--- config.mk ---
export PLATFORM = sky130hd
export DESIGN_NAME = lcd_nibble_write_sequencer
export DESIGN_NICKNAME = d
export VERILOG_FILES = /design/src/lnws_pkg.sv /design/src/lnws_ucode_rom.sv /design/src/lnws_seq.sv /design/src/lnws_datapath.sv /design/src/lcd_nibble_write_sequencer.sv
export SDC_FILE = /design/constraint.sdc
export NUM_CORES = 1
export LEC_CHECK = 0
export BUFFER_PORTS_ARGS = -buffer_cell sky130_fd_sc_hd__buf_2
export CAP_MARGIN = 40
export CORE_ASPECT_RATIO = 1.25
export CORE_MARGIN = 2
export CORE_UTILIZATION = 40
export DETAILED_ROUTE_END_ITERATION = 10
export PLACE_DENSITY = 0.72
export SYNTH_ARGS = -nofsm -noshare
export SYNTH_HDL_FRONTEND = slang
export SYNTH_SLANG_ARGS = --single-unit
--- constraint.sdc ---
create_clock -name clk -period 2.8 [get_ports clk]
set_input_delay 0.42 -clock clk [delete_from_list [all_inputs] [get_ports clk]]
set_output_delay 0.42 -clock clk [all_outputs]
set_load 0.05 [all_outputs]
--- src/lnws_pkg.sv ---
// Shared types and constants for the 4-bit LCD write sequencer.
// Holds the microcode word layout, command codes and program entry points.
// No dependencies.
`default_nettype none

package lnws_pkg;

  // Item command codes
  typedef enum logic [1:0] {
    CMD_COMMAND = 2'd0,
    CMD_DATA    = 2'd1,
    CMD_INIT    = 2'd2,
    CMD_NONE    = 2'd3
  } cmd_t;

  // Program counter width and program layout
  localparam int STEP_W = 6;
  localparam logic [STEP_W-1:0] ENTRY_COMMAND = STEP_W'(0);
  localparam logic [STEP_W-1:0] ENTRY_DATA    = STEP_W'(4);
  localparam logic [STEP_W-1:0] ENTRY_INIT    = STEP_W'(8);

  // Fixed timings in microseconds
  localparam logic [15:0] CMD_GAP_US   = 16'd5;
  localparam logic [15:0] DATA_HOLD_US = 16'd40;
  localparam logic [15:0] POWERUP_US   = 16'd50000;

  // Reset value of the reverse-lines register
  localparam logic REVERSE_RESET = 1'b1;

  // Where the nibble of a pin state comes from
  typedef enum logic [1:0] {
    NIB_HIGH  = 2'd0,
    NIB_LOW   = 2'd1,
    NIB_CONST = 2'd2
  } nib_sel_t;

  // Where the hold time of a pin state comes from
  typedef enum logic {
    HOLD_ITEM  = 1'b0,
    HOLD_CONST = 1'b1
  } hold_sel_t;

  // One microcode word: one pin state
  typedef struct packed {
    logic        rs;
    logic        en;
    nib_sel_t    nib_sel;
    logic [3:0]  nib;
    hold_sel_t   hold_sel;
    logic [15:0] hold;
    logic        last;
  } ucode_word_t;

  // Sequencer to datapath control
  typedef struct packed {
    logic        load_item;
    logic        step;
    ucode_word_t word;
  } dp_ctrl_t;

endpackage

`default_nettype wire

--- src/lnws_ucode_rom.sv ---
// Microcode program ROM: one control word per pin state.
// Programs for command write, data write and power-up init. Uses lnws_pkg.
`default_nettype none

module lnws_ucode_rom
  import lnws_pkg::*;
(
  input  wire logic [STEP_W-1:0] pc,
  output ucode_word_t            word
);

  function automatic ucode_word_t mk(logic rs, logic en, nib_sel_t ns, logic [3:0] nib,
                                     hold_sel_t hs, logic [15:0] hold, logic last);
    ucode_word_t w;
    w.rs       = rs;
    w.en       = en;
    w.nib_sel  = ns;
    w.nib      = nib;
    w.hold_sel = hs;
    w.hold     = hold;
    w.last     = last;
    return w;
  endfunction

  // Program table
  always_comb begin
    unique case (pc)
      // command write: item hold with enable high, 5 us gap after
      6'd0:  word = mk(1'b0, 1'b1, NIB_HIGH, 4'h0, HOLD_ITEM, 16'd0, 1'b0);
      6'd1:  word = mk(1'b0, 1'b0, NIB_HIGH, 4'h0, HOLD_CONST, CMD_GAP_US, 1'b0);
      6'd2:  word = mk(1'b0, 1'b1, NIB_LOW, 4'h0, HOLD_ITEM, 16'd0, 1'b0);
      6'd3:  word = mk(1'b0, 1'b0, NIB_LOW, 4'h0, HOLD_CONST, CMD_GAP_US, 1'b1);
      // data write: fixed 40 us enable, no gap
      6'd4:  word = mk(1'b1, 1'b1, NIB_HIGH, 4'h0, HOLD_CONST, DATA_HOLD_US, 1'b0);
      6'd5:  word = mk(1'b1, 1'b0, NIB_HIGH, 4'h0, HOLD_CONST, 16'd0, 1'b0);
      6'd6:  word = mk(1'b1, 1'b1, NIB_LOW, 4'h0, HOLD_CONST, DATA_HOLD_US, 1'b0);
      6'd7:  word = mk(1'b1, 1'b0, NIB_LOW, 4'h0, HOLD_CONST, 16'd0, 1'b1);
      // init: power-up wait
      6'd8:  word = mk(1'b0, 1'b0, NIB_CONST, 4'h0, HOLD_CONST, POWERUP_US, 1'b0);
      // function set, 4-bit (0x20)
      6'd9:  word = mk(1'b0, 1'b1, NIB_CONST, 4'h2, HOLD_CONST, 16'd40, 1'b0);
      6'd10: word = mk(1'b0, 1'b0, NIB_CONST, 4'h2, HOLD_CONST, CMD_GAP_US, 1'b0);
      6'd11: word = mk(1'b0, 1'b1, NIB_CONST, 4'h0, HOLD_CONST, 16'd40, 1'b0);
      6'd12: word = mk(1'b0, 1'b0, NIB_CONST, 4'h0, HOLD_CONST, CMD_GAP_US, 1'b0);
      // raw 0x3 nibble
      6'd13: word = mk(1'b0, 1'b1, NIB_CONST, 4'h3, HOLD_CONST, 16'd40, 1'b0);
      6'd14: word = mk(1'b0, 1'b0, NIB_CONST, 4'h3, HOLD_CONST, 16'd0, 1'b0);
      // function set, 2 lines, 5x8 (0x28)
      6'd15: word = mk(1'b0, 1'b1, NIB_CONST, 4'h2, HOLD_CONST, 16'd40, 1'b0);
      6'd16: word = mk(1'b0, 1'b0, NIB_CONST, 4'h2, HOLD_CONST, CMD_GAP_US, 1'b0);
      6'd17: word = mk(1'b0, 1'b1, NIB_CONST, 4'h8, HOLD_CONST, 16'd40, 1'b0);
      6'd18: word = mk(1'b0, 1'b0, NIB_CONST, 4'h8, HOLD_CONST, CMD_GAP_US, 1'b0);
      // display on (0x0C)
      6'd19: word = mk(1'b0, 1'b1, NIB_CONST, 4'h0, HOLD_CONST, 16'd38, 1'b0);
      6'd20: word = mk(1'b0, 1'b0, NIB_CONST, 4'h0, HOLD_CONST, CMD_GAP_US, 1'b0);
      6'd21: word = mk(1'b0, 1'b1, NIB_CONST, 4'hC, HOLD_CONST, 16'd38, 1'b0);
      6'd22: word = mk(1'b0, 1'b0, NIB_CONST, 4'hC, HOLD_CONST, CMD_GAP_US, 1'b0);
      // clear (0x01)
      6'd23: word = mk(1'b0, 1'b1, NIB_CONST, 4'h0, HOLD_CONST, 16'd1540, 1'b0);
      6'd24: word = mk(1'b0, 1'b0, NIB_CONST, 4'h0, HOLD_CONST, CMD_GAP_US, 1'b0);
      6'd25: word = mk(1'b0, 1'b1, NIB_CONST, 4'h1, HOLD_CONST, 16'd1540, 1'b0);
      6'd26: word = mk(1'b0, 1'b0, NIB_CONST, 4'h1, HOLD_CONST, CMD_GAP_US, 1'b0);
      // entry mode increment (0x06)
      6'd27: word = mk(1'b0, 1'b1, NIB_CONST, 4'h0, HOLD_CONST, 16'd40, 1'b0);
      6'd28: word = mk(1'b0, 1'b0, NIB_CONST, 4'h0, HOLD_CONST, CMD_GAP_US, 1'b0);
      6'd29: word = mk(1'b0, 1'b1, NIB_CONST, 4'h6, HOLD_CONST, 16'd40, 1'b0);
      6'd30: word = mk(1'b0, 1'b0, NIB_CONST, 4'h6, HOLD_CONST, CMD_GAP_US, 1'b0);
      // return home (0x02)
      6'd31: word = mk(1'b0, 1'b1, NIB_CONST, 4'h0, HOLD_CONST, 16'd1540, 1'b0);
      6'd32: word = mk(1'b0, 1'b0, NIB_CONST, 4'h0, HOLD_CONST, CMD_GAP_US, 1'b0);
      6'd33: word = mk(1'b0, 1'b1, NIB_CONST, 4'h2, HOLD_CONST, 16'd1540, 1'b0);
      6'd34: word = mk(1'b0, 1'b0, NIB_CONST, 4'h2, HOLD_CONST, CMD_GAP_US, 1'b1);
      // unused addresses end the program
      default: word = mk(1'b0, 1'b0, NIB_CONST, 4'h0, HOLD_CONST, 16'd0, 1'b1);
    endcase
  end

endmodule

`default_nettype wire

--- src/lnws_seq.sv ---
// Microcode sequencer: step counter, dispatch jump on the item command,
// input handshake. Reads the program ROM. Uses lnws_pkg and lnws_ucode_rom.
`default_nettype none

module lnws_seq
  import lnws_pkg::*;
(
  input  wire logic       clk,
  input  wire logic       rst,
  input  wire logic       item_valid,
  output logic            item_ready,
  input  wire logic [1:0] cmd,
  input  wire logic       out_free,
  output dp_ctrl_t        ctrl
);

  logic              busy;
  logic              busy_next;
  logic [STEP_W-1:0] pc;
  logic [STEP_W-1:0] pc_next;
  logic [STEP_W-1:0] entry;
  logic              accept;
  logic              step;
  ucode_word_t       word;

  lnws_ucode_rom u_rom (
    .pc   (pc),
    .word (word)
  );

  // Dispatch: entry point per command
  always_comb begin
    unique case (cmd_t'(cmd))
      CMD_COMMAND: entry = ENTRY_COMMAND;
      CMD_DATA:    entry = ENTRY_DATA;
      CMD_INIT:    entry = ENTRY_INIT;
      default:     entry = ENTRY_COMMAND;
    endcase
  end

  assign item_ready = !busy;
  assign accept     = item_valid && item_ready;
  assign step       = busy && out_free;

  // Next program counter and run flag; unused command is dropped
  always_comb begin
    busy_next = busy;
    pc_next   = pc;
    if (accept) begin
      busy_next = (cmd_t'(cmd) != CMD_NONE);
      pc_next   = entry;
    end else if (step) begin
      busy_next = !word.last;
      pc_next   = pc + STEP_W'(1);
    end
  end

  always_ff @(posedge clk) begin
    if (rst) begin
      busy <= 1'b0;
      pc   <= '0;
    end else begin
      busy <= busy_next;
      pc   <= pc_next;
    end
  end

  assign ctrl.load_item = accept;
  assign ctrl.step      = step;
  assign ctrl.word      = word;

endmodule

`default_nettype wire

--- src/lnws_datapath.sv ---
// Datapath: item latch, nibble select, pin order mapping, result register.
// Driven by the sequencer control word. Uses lnws_pkg.
`default_nettype none

module lnws_datapath
  import lnws_pkg::*;
(
  input  wire logic        clk,
  input  wire logic        rst,
  input  wire dp_ctrl_t    ctrl,
  input  wire logic [7:0]  byte_value,
  input  wire logic [15:0] enable_hold_us,
  input  wire logic        cfg_wen,
  input  wire logic        reverse_data_lines,
  output logic             result_valid,
  input  wire logic        result_ready,
  output logic             reg_select,
  output logic             enable,
  output logic [3:0]       data_pins,
  output logic [15:0]      hold_us,
  output logic             last
);

  logic [7:0]  byte_q;
  logic [15:0] hold_q;
  logic        reverse;
  logic [3:0]  nib;
  logic [3:0]  pins;
  logic [15:0] hold;

  // Config register
  always_ff @(posedge clk) begin
    if (rst) begin
      reverse <= REVERSE_RESET;
    end else if (cfg_wen) begin
      reverse <= reverse_data_lines;
    end
  end

  // Item latch
  always_ff @(posedge clk) begin
    if (ctrl.load_item) begin
      byte_q <= byte_value;
      hold_q <= enable_hold_us;
    end
  end

  // Nibble and hold selection
  always_comb begin
    unique case (ctrl.word.nib_sel)
      NIB_HIGH: nib = byte_q[7:4];
      NIB_LOW:  nib = byte_q[3:0];
      default:  nib = ctrl.word.nib;
    endcase
    hold = (ctrl.word.hold_sel == HOLD_ITEM) ? hold_q : ctrl.word.hold;
    pins = reverse ? {nib[0], nib[1], nib[2], nib[3]} : nib;
  end

  // Result register
  always_ff @(posedge clk) begin
    if (rst) begin
      result_valid <= 1'b0;
    end else if (ctrl.step) begin
      result_valid <= 1'b1;
    end else if (result_ready) begin
      result_valid <= 1'b0;
    end
  end

  always_ff @(posedge clk) begin
    if (ctrl.step) begin
      reg_select <= ctrl.word.rs;
      enable     <= ctrl.word.en;
      data_pins  <= pins;
      hold_us    <= hold;
      last       <= ctrl.word.last;
    end
  end

endmodule

`default_nettype wire

--- src/lcd_nibble_write_sequencer.sv ---
// Top level of the 4-bit character LCD write sequencer.
// Joins the microcode sequencer and the datapath. Uses lnws_pkg.
//
//  channel  | handshake                  | payload
//  ---------+----------------------------+----------------------------------------
//  item     | item_valid / item_ready    | cmd, byte_value, enable_hold_us
//  result   | result_valid / result_ready| reg_select, enable, data_pins, hold_us, last
//  config   | cfg_wen                    | reverse_data_lines
//
// One pin state per cycle leaves the result register while result_ready is high;
// the microcode program sets how many pin states a command write, a data write or
// init produces, and an unused command is dropped.
// A stalled result holds the step counter; the next item is taken once the
// last step is loaded, while that state still waits in the result register.
// Reset is synchronous; it idles the sequencer and sets reverse order.
`default_nettype none

module lcd_nibble_write_sequencer
  import lnws_pkg::*;
(
  input  wire logic        clk,
  input  wire logic        rst,
  input  wire logic        item_valid,
  output logic             item_ready,
  input  wire logic [1:0]  cmd,
  input  wire logic [7:0]  byte_value,
  input  wire logic [15:0] enable_hold_us,
  output logic             result_valid,
  input  wire logic        result_ready,
  output logic             reg_select,
  output logic             enable,
  output logic [3:0]       data_pins,
  output logic [15:0]      hold_us,
  output logic             last,
  input  wire logic        cfg_wen,
  input  wire logic        reverse_data_lines
);

  dp_ctrl_t ctrl;
  logic     out_free;

  assign out_free = !result_valid || result_ready;

  lnws_seq u_seq (
    .clk        (clk),
    .rst        (rst),
    .item_valid (item_valid),
    .item_ready (item_ready),
    .cmd        (cmd),
    .out_free   (out_free),
    .ctrl       (ctrl)
  );

  lnws_datapath u_dp (
    .clk                (clk),
    .rst                (rst),
    .ctrl               (ctrl),
    .byte_value         (byte_value),
    .enable_hold_us     (enable_hold_us),
    .cfg_wen            (cfg_wen),
    .reverse_data_lines (reverse_data_lines),
    .result_valid       (result_valid),
    .result_ready       (result_ready),
    .reg_select         (reg_select),
    .enable             (enable),
    .data_pins          (data_pins),
    .hold_us            (hold_us),
    .last               (last)
  );

endmodule

`default_nettype wire
# --- Yosys cells after proc, flatten, opt, wreduce, memory -nomap -nowiden ---
# Memory sizes are Yosys's and may differ from the RTL's. A register that Yosys moved wholly into a read port is not among the register bits.
# Cells that the tools add are included.
# W data, S select, Z words.
totals:
  reg_bits: 56
  memories: 1
  in_bits: 32
  romBits: 1408
  out_inout_bits: 25
memory_table:
  columns: ["name", "depth", "word_bits", "rd", "rd_clocked_by_memory_dff", "write_ports", "line", "source"]
  rows:
  - ["(name not given)", 64, 22, 1, 1, 0, "lnws_ucode_rom.sv:27", "unique case (pc)"]
classes:
  reduce_logical: 9
  addsub: 1
  eq_ne: 4
  n_mux: 12
ops:
  columns: ["operator", "count"]
  rows:
  - ["$mux W6", 4]
  - ["$mux W16", 1]
  - ["$pmux W4 S2", 2]
  - ["$add A6 B1 Y6 const B", 1]
  - ["$eq A2 B1 Y1 const B", 2]
  - ["$mux W1", 4]
  - ["$mux W4", 1]
  - ["$reduce_bool A2 Y1", 2]
  - ["$logic_not A1 Y1", 3]
  - ["$eq A2 B2 Y1 const B", 1]
  - ["$logic_and A1 B1 Y1", 2]
  - ["$logic_not A2 Y1", 1]
  - ["$ne A2 B2 Y1 const B", 1]
  - ["$logic_or A1 B1 Y1", 1]

# --- Depth between registers and ports, before layout ---
# Gate-level depths: netlist of the first run.
logic_depth:
  word_depth: 7
  ltp_mapped: 11

# --- Modules after synthesis ---
# A second synthesis of the first run with hierarchy kept.
hier_totals:
  cells_unflattened: 210
  area_unflattened_um2: 2806.4
by_module_without_submodules:
  columns: ["module", "area_per_inst_um2", "seq_area_each_um2", "cells_per_inst", "n_inst"]
  rows:
  - ["lnws_datapath", 1821.7, 1451.4, 80, 1]
  - ["lnws_ucode_rom", 603.1, 0.0, 84, 1]
  - ["lnws_seq", 375.4, 140.1, 45, 1]
  - ["lcd_nibble_write_sequencer", 6.3, 0.0, 1, 1]

# --- Worst setup path before layout of the first run ---
# Ideal clock, no wire load.
synth_timing:
  path_type: "register -> register"
  start: "register u_dp.result_valid"
  end: "register, netlist name u_seq.u_rom.word[10]"
  required_time_ns: 2.680
  arrival_time_ns: 2.283
  setup_time_ns: 0.120
  stages_incl_launch_ff: 11
  period_less_slack_ns: 2.403
  path_slack_ns: 0.397
  path_cell_list: "dfxtp_1 > nand2b_1 > and3_1 > o21ai_1 > inv_1 > ha_1 > nand2_1 > mux2i_1 > a2bb2oi_2 > o21bai_2 > or2_1"
synth_between:
  elab_chain_len: 6
synth_lines:
  columns: ["item", "line", "source"]
  rows:
  - ["start: declaration", "lnws_datapath.sv:15", "output logic result_valid,"]
  - ["start signal: assignment", "lnws_datapath.sv:62", "result_valid <= 1'b0;"]
  - ["start signal: assignment", "lnws_datapath.sv:64", "result_valid <= 1'b1;"]
  - ["start signal: assignment", "lnws_datapath.sv:66", "result_valid <= 1'b0;"]
  - ["$logic_not A1 Y1", "lcd_nibble_write_sequencer.sv:42", "assign out_free = !result_valid || result_ready;"]
  - ["$logic_or A1 B1 Y1", "lcd_nibble_write_sequencer.sv:42", null]
  - ["$logic_and A1 B1 Y1", "lnws_seq.sv:43", "assign step = busy && out_free;"]
  - ["$reduce_bool A2 Y1 (no source line)", null, null]
  - ["$mux W6 (no source line) (2 in series)", null, null]
# No other way between the ends.
# A chain may end at the register's enable or synchronous reset.

# --- Worst setup path in the final report of the first run ---
layout_timing:
  start: "register u_seq.busy"
  end: "register, netlist name u_seq.u_rom.word[10]"
layout_between:
  elab_chain_len: 5
  elab_cells_between_ends: 7
  cone_classes: "mux: 3; reduce/logical: 4"
layout_lines:
  columns: ["item", "line", "source"]
  rows:
  - ["start: declaration", "lnws_seq.sv:17", "logic busy;"]
  - ["start signal: assignment", "lnws_seq.sv:63", "busy <= busy_next;"]
  - ["$logic_not A1 Y1", "lnws_seq.sv:41", "assign item_ready = !busy;"]
  - ["$logic_and A1 B1 Y1", "lnws_seq.sv:42", "assign accept = item_valid && item_ready;"]
  - ["$mux W6 / $reduce_bool A2 Y1 (equally long branches)", null, null]
  - ["$mux W6 (no source line) * (2 in series)", null, null]
# Mark *: on every way between the ends. The rest lies on a longest branch, timed or not.

==> results of run 1 <==
## layout make-up
class	instances	area [um2]	area share
clock buffer	10	128	0.0357
clock inverter	6	33.8	0.00945
inverter	17	63.8	0.0179
multi-input combinational	141	965	0.270
sequential	74	1950	0.546
tap	92	115	0.0322
timing repair buffer	61	318	0.0889
## state kept, by name (all words and copies together) (netlist names), 4 cells and up
register / count
u_dp.hold_us: 16
u_dp.hold_q: 16
u_dp.byte_q: 8
u_seq.pc: 6
u_seq.u_rom.word: 18
u_dp.data_pins: 4
## routing by layer
layer,up-vias,wire length [um],share of wire
met5,-,0,0
met4,0,98,0.018
met3,6,315,0.057
met2,61,2660,0.48
met1,899,2440,0.44
li1,1016,-,-
## worst reg2reg max path: stages, from the launching register on
cell      delay, ps
dfxtp_1         570
nand4_1         210
or4_4           470
a211oi_4        460
or2b_1          330
o21bai_2        110
or2_1           220
## cells by family after synthesis
logic type	count (synthesis)	share of synthesized area
simple gates	68	0.117
flops	74	0.642
compound gates	49	0.115
mux	18	0.0621
fa+ha+maj	4	0.0165
xor+xnor	2	0.00576
buf+inv	28	0.0420
## worst max-delay path by stage
stage	slack (ps)	end	cells past startpoint
3_3_place_gp	350	u_seq.u_rom.word[19]	9
4_1_cts	300	u_seq.u_rom.word[10]	6
3_5_place_dp	290	u_seq.u_rom.word[10]	10
5_1_grt	110	u_seq.u_rom.word[19]	8
2_1_floorplan	400	u_seq.u_rom.word[10]	10
6_report	320	u_seq.u_rom.word[10]	6
## through the flow
step	worst slack [ps]	power [uW]	instance area, um2
after CTS	301	2350	3570
after global placement	350	1650	3410
after detailed placement	291	1660	3410
after floorplan	397	1560	3040
after global routing	105	2430	3570
final	316	2320	3570
## layout by cell type (no fill, tap or decap), types with 2 or more instances in the layout
| master | synthesis | final |
|---|---|---|
| clkinv_2 | 0 | 2 |
| edfxtp_1 | 47 | 47 |
| o22ai_1 | 2 | 2 |
| xnor2_1 | 2 | 2 |
| a21oi_1 | 10 | 10 |
| o31ai_1 | 4 | 4 |
| clkinv_1 | 0 | 2 |
| a31oi_1 | 2 | 2 |
| nand2b_1 | 3 | 3 |
| buf_4 | 1 | 5 |
| or4_4 | 2 | 2 |
| nand3_1 | 2 | 2 |
| nor2b_1 | 6 | 6 |
| nor2_2 | 1 | 2 |
| and3_1 | 2 | 2 |
| o211ai_1 | 3 | 3 |
| nor2_1 | 15 | 14 |
| mux2_2 | 7 | 7 |
| dfxtp_1 | 27 | 27 |
| clkbuf_8 | 0 | 9 |
| ha_1 | 4 | 4 |
| o21ai_0 | 12 | 12 |
| nor3_1 | 6 | 6 |
| mux2i_1 | 11 | 11 |
| inv_1 | 14 | 14 |
| nand2_1 | 17 | 17 |
| nand4_1 | 3 | 3 |
| buf_2 | 3 | 56 |
| inv_2 | 3 | 3 |
## power breakdown
group,switching (uW),internal (uW),total (uW)
Combinational,224,111,335
Clock,375,314,689
Sequential,42.1,1250,1290
Total,641,1680,2320
==> metrics.txt, run 1 <==
initial antenna violation count 0; Die ar. 8320 um2; max-cap violations 0; reg2reg start u_seq.busy; placed instance count a little under 400; Fin Hold WS 248 ps; Worst Hold Launch enable_hold_us[2]; post-synthesis sequential area ratio 0.642; # hold bufs at CTS 0; VDD IR max around 0.00034 V; most common cell in the netlist edfxtp_1; Inserted Diodes 0; CP Max Fanout 14; routability cong. 0.857; outcome complete, no violations; area grow syn2layout 17.5%; CP Class reg2reg; clock slew at reported path FFs 80 ps; reg-to-reg slack, setup 320 ps; Data arrival, critical path 2720 ps; Max Freq 0.403 GHz; crit path launch u_seq.busy; cell count of the worst hold path 1; First-pass DRT Iterations 4; Final Non-Filler Cells 401; Setup crit start kind register; global route hottest layer met2; Core ar. around 7400 um2; Setup violations, final 0; asr flop ratio synth 0; vias in the first global route 1,907; Row Count 35; Top Ports 57; Clock Latency Late Sink 340 ps; synth cell count leaders edfxtp_1, dfxtp_1, nand2_1; Final Slew Violations 0; nets 340; DP HPWL between 3000 and 4000 um; GR Layer Usage met2 0.235; Resized cells post-CTS 0; hold endpoint u_dp.hold_q[2]; Max Root-Sink Buffers 2; EDFF count, synth 47; ys flop type edfxtp_1; layout cells sized above 1 0.304; Buf/Inv on CP 0; Yosys top cell by area edfxtp_1; Fillers roughly 670; grt ovf 0; post-layout util 0.486; setup tns final 0 ps; crit-path max cell delay 570 ps; pin count of the biggest net entering global routing 25; R2R depth 6; Setup Fix Bufs, Post-CTS 0; detailed-route DRC error count 0; RSZ-0062 raised after global routing false; Num CTS Buffers 9; P per Cell Area 648 nW/um2; crit-path cells nand4_1 -> or4_4 -> a211oi_4 -> or2b_1 -> o21bai_2 -> or2_1; fin crit share 0.887; relative slew slack 0.595; Synth Area per Inst roughly 13 um2; M3 GR Usage 0.0544; Ys Warns 0; Worst R2R End u_seq.u_rom.word[10]; dominant cells by area after synthesis edfxtp_1, dfxtp_1, mux2i_1; I/O Buffers 56; Worst Tran Pin Value 608 ps; die width 82.0 um; synthesized area 3040 um2; first-pass GRT wire length 8930 um; M1 GR Usage 0.178; DRT Wirelength around 5500 um; 1st-iter DRT viols 111; element type at the critical path end register; drt wl/cell 13.8 um; CTS HTree Levels 3; Pleak 0.00145 uW; CTS root buffer clkbuf_8; initial cell density of the core 0.413; Final Critical Period 2480 ps; Critical Path RT 3030 ps; clock tree sinks 74; Fin. Hold Viols 0; CTS tree built; Vias about 2k; Die H between 100 and 150 um; Post-Synthesis Cells around 240; FF+latch count, synth 74; CP delay by family, top simple AND/OR/NAND/NOR gates; vias per std cell 4.94; Hold Path Class in2reg; syn nets 279; CP max-delay cell dfxtp_1; antenna-violating nets left 0; Synth top area share 0.464; GRT Overall Usage 0.146; skew final 7.77 ps; synth unique cells between 50 and 60
(Power assumes the default switching activity.)
==> run 2, diff against run 1 <==
- CORE_MARGIN: 2 -> default
- CORE_UTILIZATION: 40 -> 55
- CTS_CLUSTER_DIAMETER: default -> 120
- PLACE_DENSITY: 0.72 -> 0.9
==> metrics.txt, run 2 (synthesis results as in run 1) <==
outcome complete, no violations (unchanged); Data arrival, critical path 2760 ps (was 2720 ps); I/O Buffers 56 (unchanged); Final Slew Violations 0 (unchanged); # hold bufs at CTS 0 (unchanged); die width 68.5 um (was 82.0 um); vias per std cell 5.65 (was 4.94); vias in the first global route 1,960 (was 1,907); Max Root-Sink Buffers 2 (unchanged); Clock Latency Late Sink 340 ps (about the same); CP Class reg2reg (unchanged); antenna-violating nets left 0 (unchanged); Final Non-Filler Cells 372 (was 401); Hold Path Class in2reg (unchanged); Max Freq 0.397 GHz (was 0.403 GHz); post-layout util 0.697 (was 0.486); R2R depth 7 (was 6); Top Ports 57 (unchanged); detailed-route DRC error count 0 (unchanged); CP Max Fanout 19 (was 14); setup tns final 0 ps (unchanged); GRT Overall Usage 0.218 (was 0.146); skew final 5.25 ps (was 7.77 ps); layout cells sized above 1 0.306 (was 0.304); Setup crit start kind register (unchanged); Die H 85.1 um (was 101 um); grt ovf 0 (unchanged); Row Count 29 (was 35); clock slew at reported path FFs 70 ps (was 80 ps); Worst Tran Pin Value 606 ps (was 608 ps); max FFs per register 18 (unchanged); crit path launch u_seq.busy (unchanged); DP HPWL 4140 um (was 3990 um); Worst Hold Launch byte_value[3] (was enable_hold_us[2]); reg2reg start u_seq.busy (unchanged); cell count of the worst hold path 1 (unchanged); Fin Hold WS 244 ps (was 248 ps); Placed Area 3380 um2 (was 3410 um2); Die ar. 5830 um2 (was 8320 um2); initial antenna violation count 0 (unchanged); drt wl/cell 15.8 um (was 13.8 um); area grow syn2layout 18.9% (was 17.5%); CTS tree built (unchanged); Critical Path RT 3040 ps (was 3030 ps); First-pass DRT Iterations 4 (unchanged); Pleak 0.00149 uW (was 0.00145 uW); RSZ-0062 raised after global routing false (unchanged); placed instance count 356 (was 385); P per Cell Area 717 nW/um2 (was 648 nW/um2); VDD IR max 0.000639 V (was 0.000337 V); element type at the critical path end register (unchanged); Resized cells post-CTS 0 (unchanged); Inserted Diodes 0 (unchanged); first-pass GRT wire length 9090 um (was 8930 um); pin count of the biggest net entering global routing 25 (unchanged); nets 341 (was 340); most frequent cells in the layout buf_2, edfxtp_1, dfxtp_1 (unchanged); DRT Wirelength 5860 um (was 5520 um); Core ar. 5190 um2 (was 7360 um2); max-cap violations 0 (unchanged); Num CTS Buffers 9 (unchanged); routability cong. 0.970 (was 0.857); CTS HTree Levels 3 (unchanged); 1st-iter DRT viols 112 (was 111); clock tree sinks 74 (unchanged); fin crit share 0.900 (was 0.887); CTS root buffer clkbuf_8 (unchanged); Setup Fix Bufs, Post-CTS 0 (unchanged); Fin. Hold Viols 0 (unchanged); design area 3620 um2 (was 3570 um2); Setup violations, final 0 (unchanged); relative slew slack 0.596 (was 0.595); Vias 2,101 (was 1,982); Final Critical Period 2520 ps (was 2480 ps); commonest non-fill, non-tap cell in the layout buf_2 (unchanged); initial cell density of the core 0.586 (was 0.413)
[run 2: changes by cell type in the layout (fill, tap and decap cells not counted)]
cell       change
bufinv_16      +3
clkinv_4       -1
buf_4          +1
clkinv_2       -2
[run 2: final timing paths]
check / endpoint / slack (ps)
worst max-delay path: u_seq.u_rom.word[3] / 280
worst min register to register: u_dp.reg_select / 410
worst max register to register: u_seq.u_rom.word[3] / 280
worst min-delay path: u_dp.byte_q[3] / 240
[run 2: power by group]
part,total [uW],switching [uW],internal [uW]
Combinational,340,230,110
Clock,957,372,586
Sequential,1300,43.7,1250
[run 2: worst max-delay path, cell delays in order, from the launching register on]
cell,delay (ps)
dfxtp_1,570
inv_1,220
a211oi_1,250
or3_1,530
inv_1,260
nor3_1,270
a311oi_1,70
a211o_1,230
[run 2: final cells by class]
type,count,area (um2)
clock buffers,10,128
clock inverters,6,105
fillers,369,1570
inverters,17,63.8
multi-input cells,141,965
flip-flops and latches,74,1950
well taps,62,77.6
repair buffers,62,325
[run 2: metrics by stage]
step | power [uW] | setup slack, ps
after floorplan | 1560 | 397
after global routing | 2680 | 149
final | 2590 | 279
after detailed placement | 1660 | 280
after CTS | 2610 | 349
after global placement | 1640 | 395
[run 2: per-layer routing]
| metal | vias to the layer above | routed length [um] | GRT usage | share of wire |
|---|---|---|---|---|
| met2 | 86 | 3020 | 0.364 | 0.52 |
| met5 | - | 0 | 0 | 0 |
| met4 | 0 | 135 | 0.0871 | 0.023 |
| met3 | 20 | 374 | 0.0726 | 0.064 |
| met1 | 989 | 2330 | 0.252 | 0.40 |
| li1 | 1006 | - | - | - |
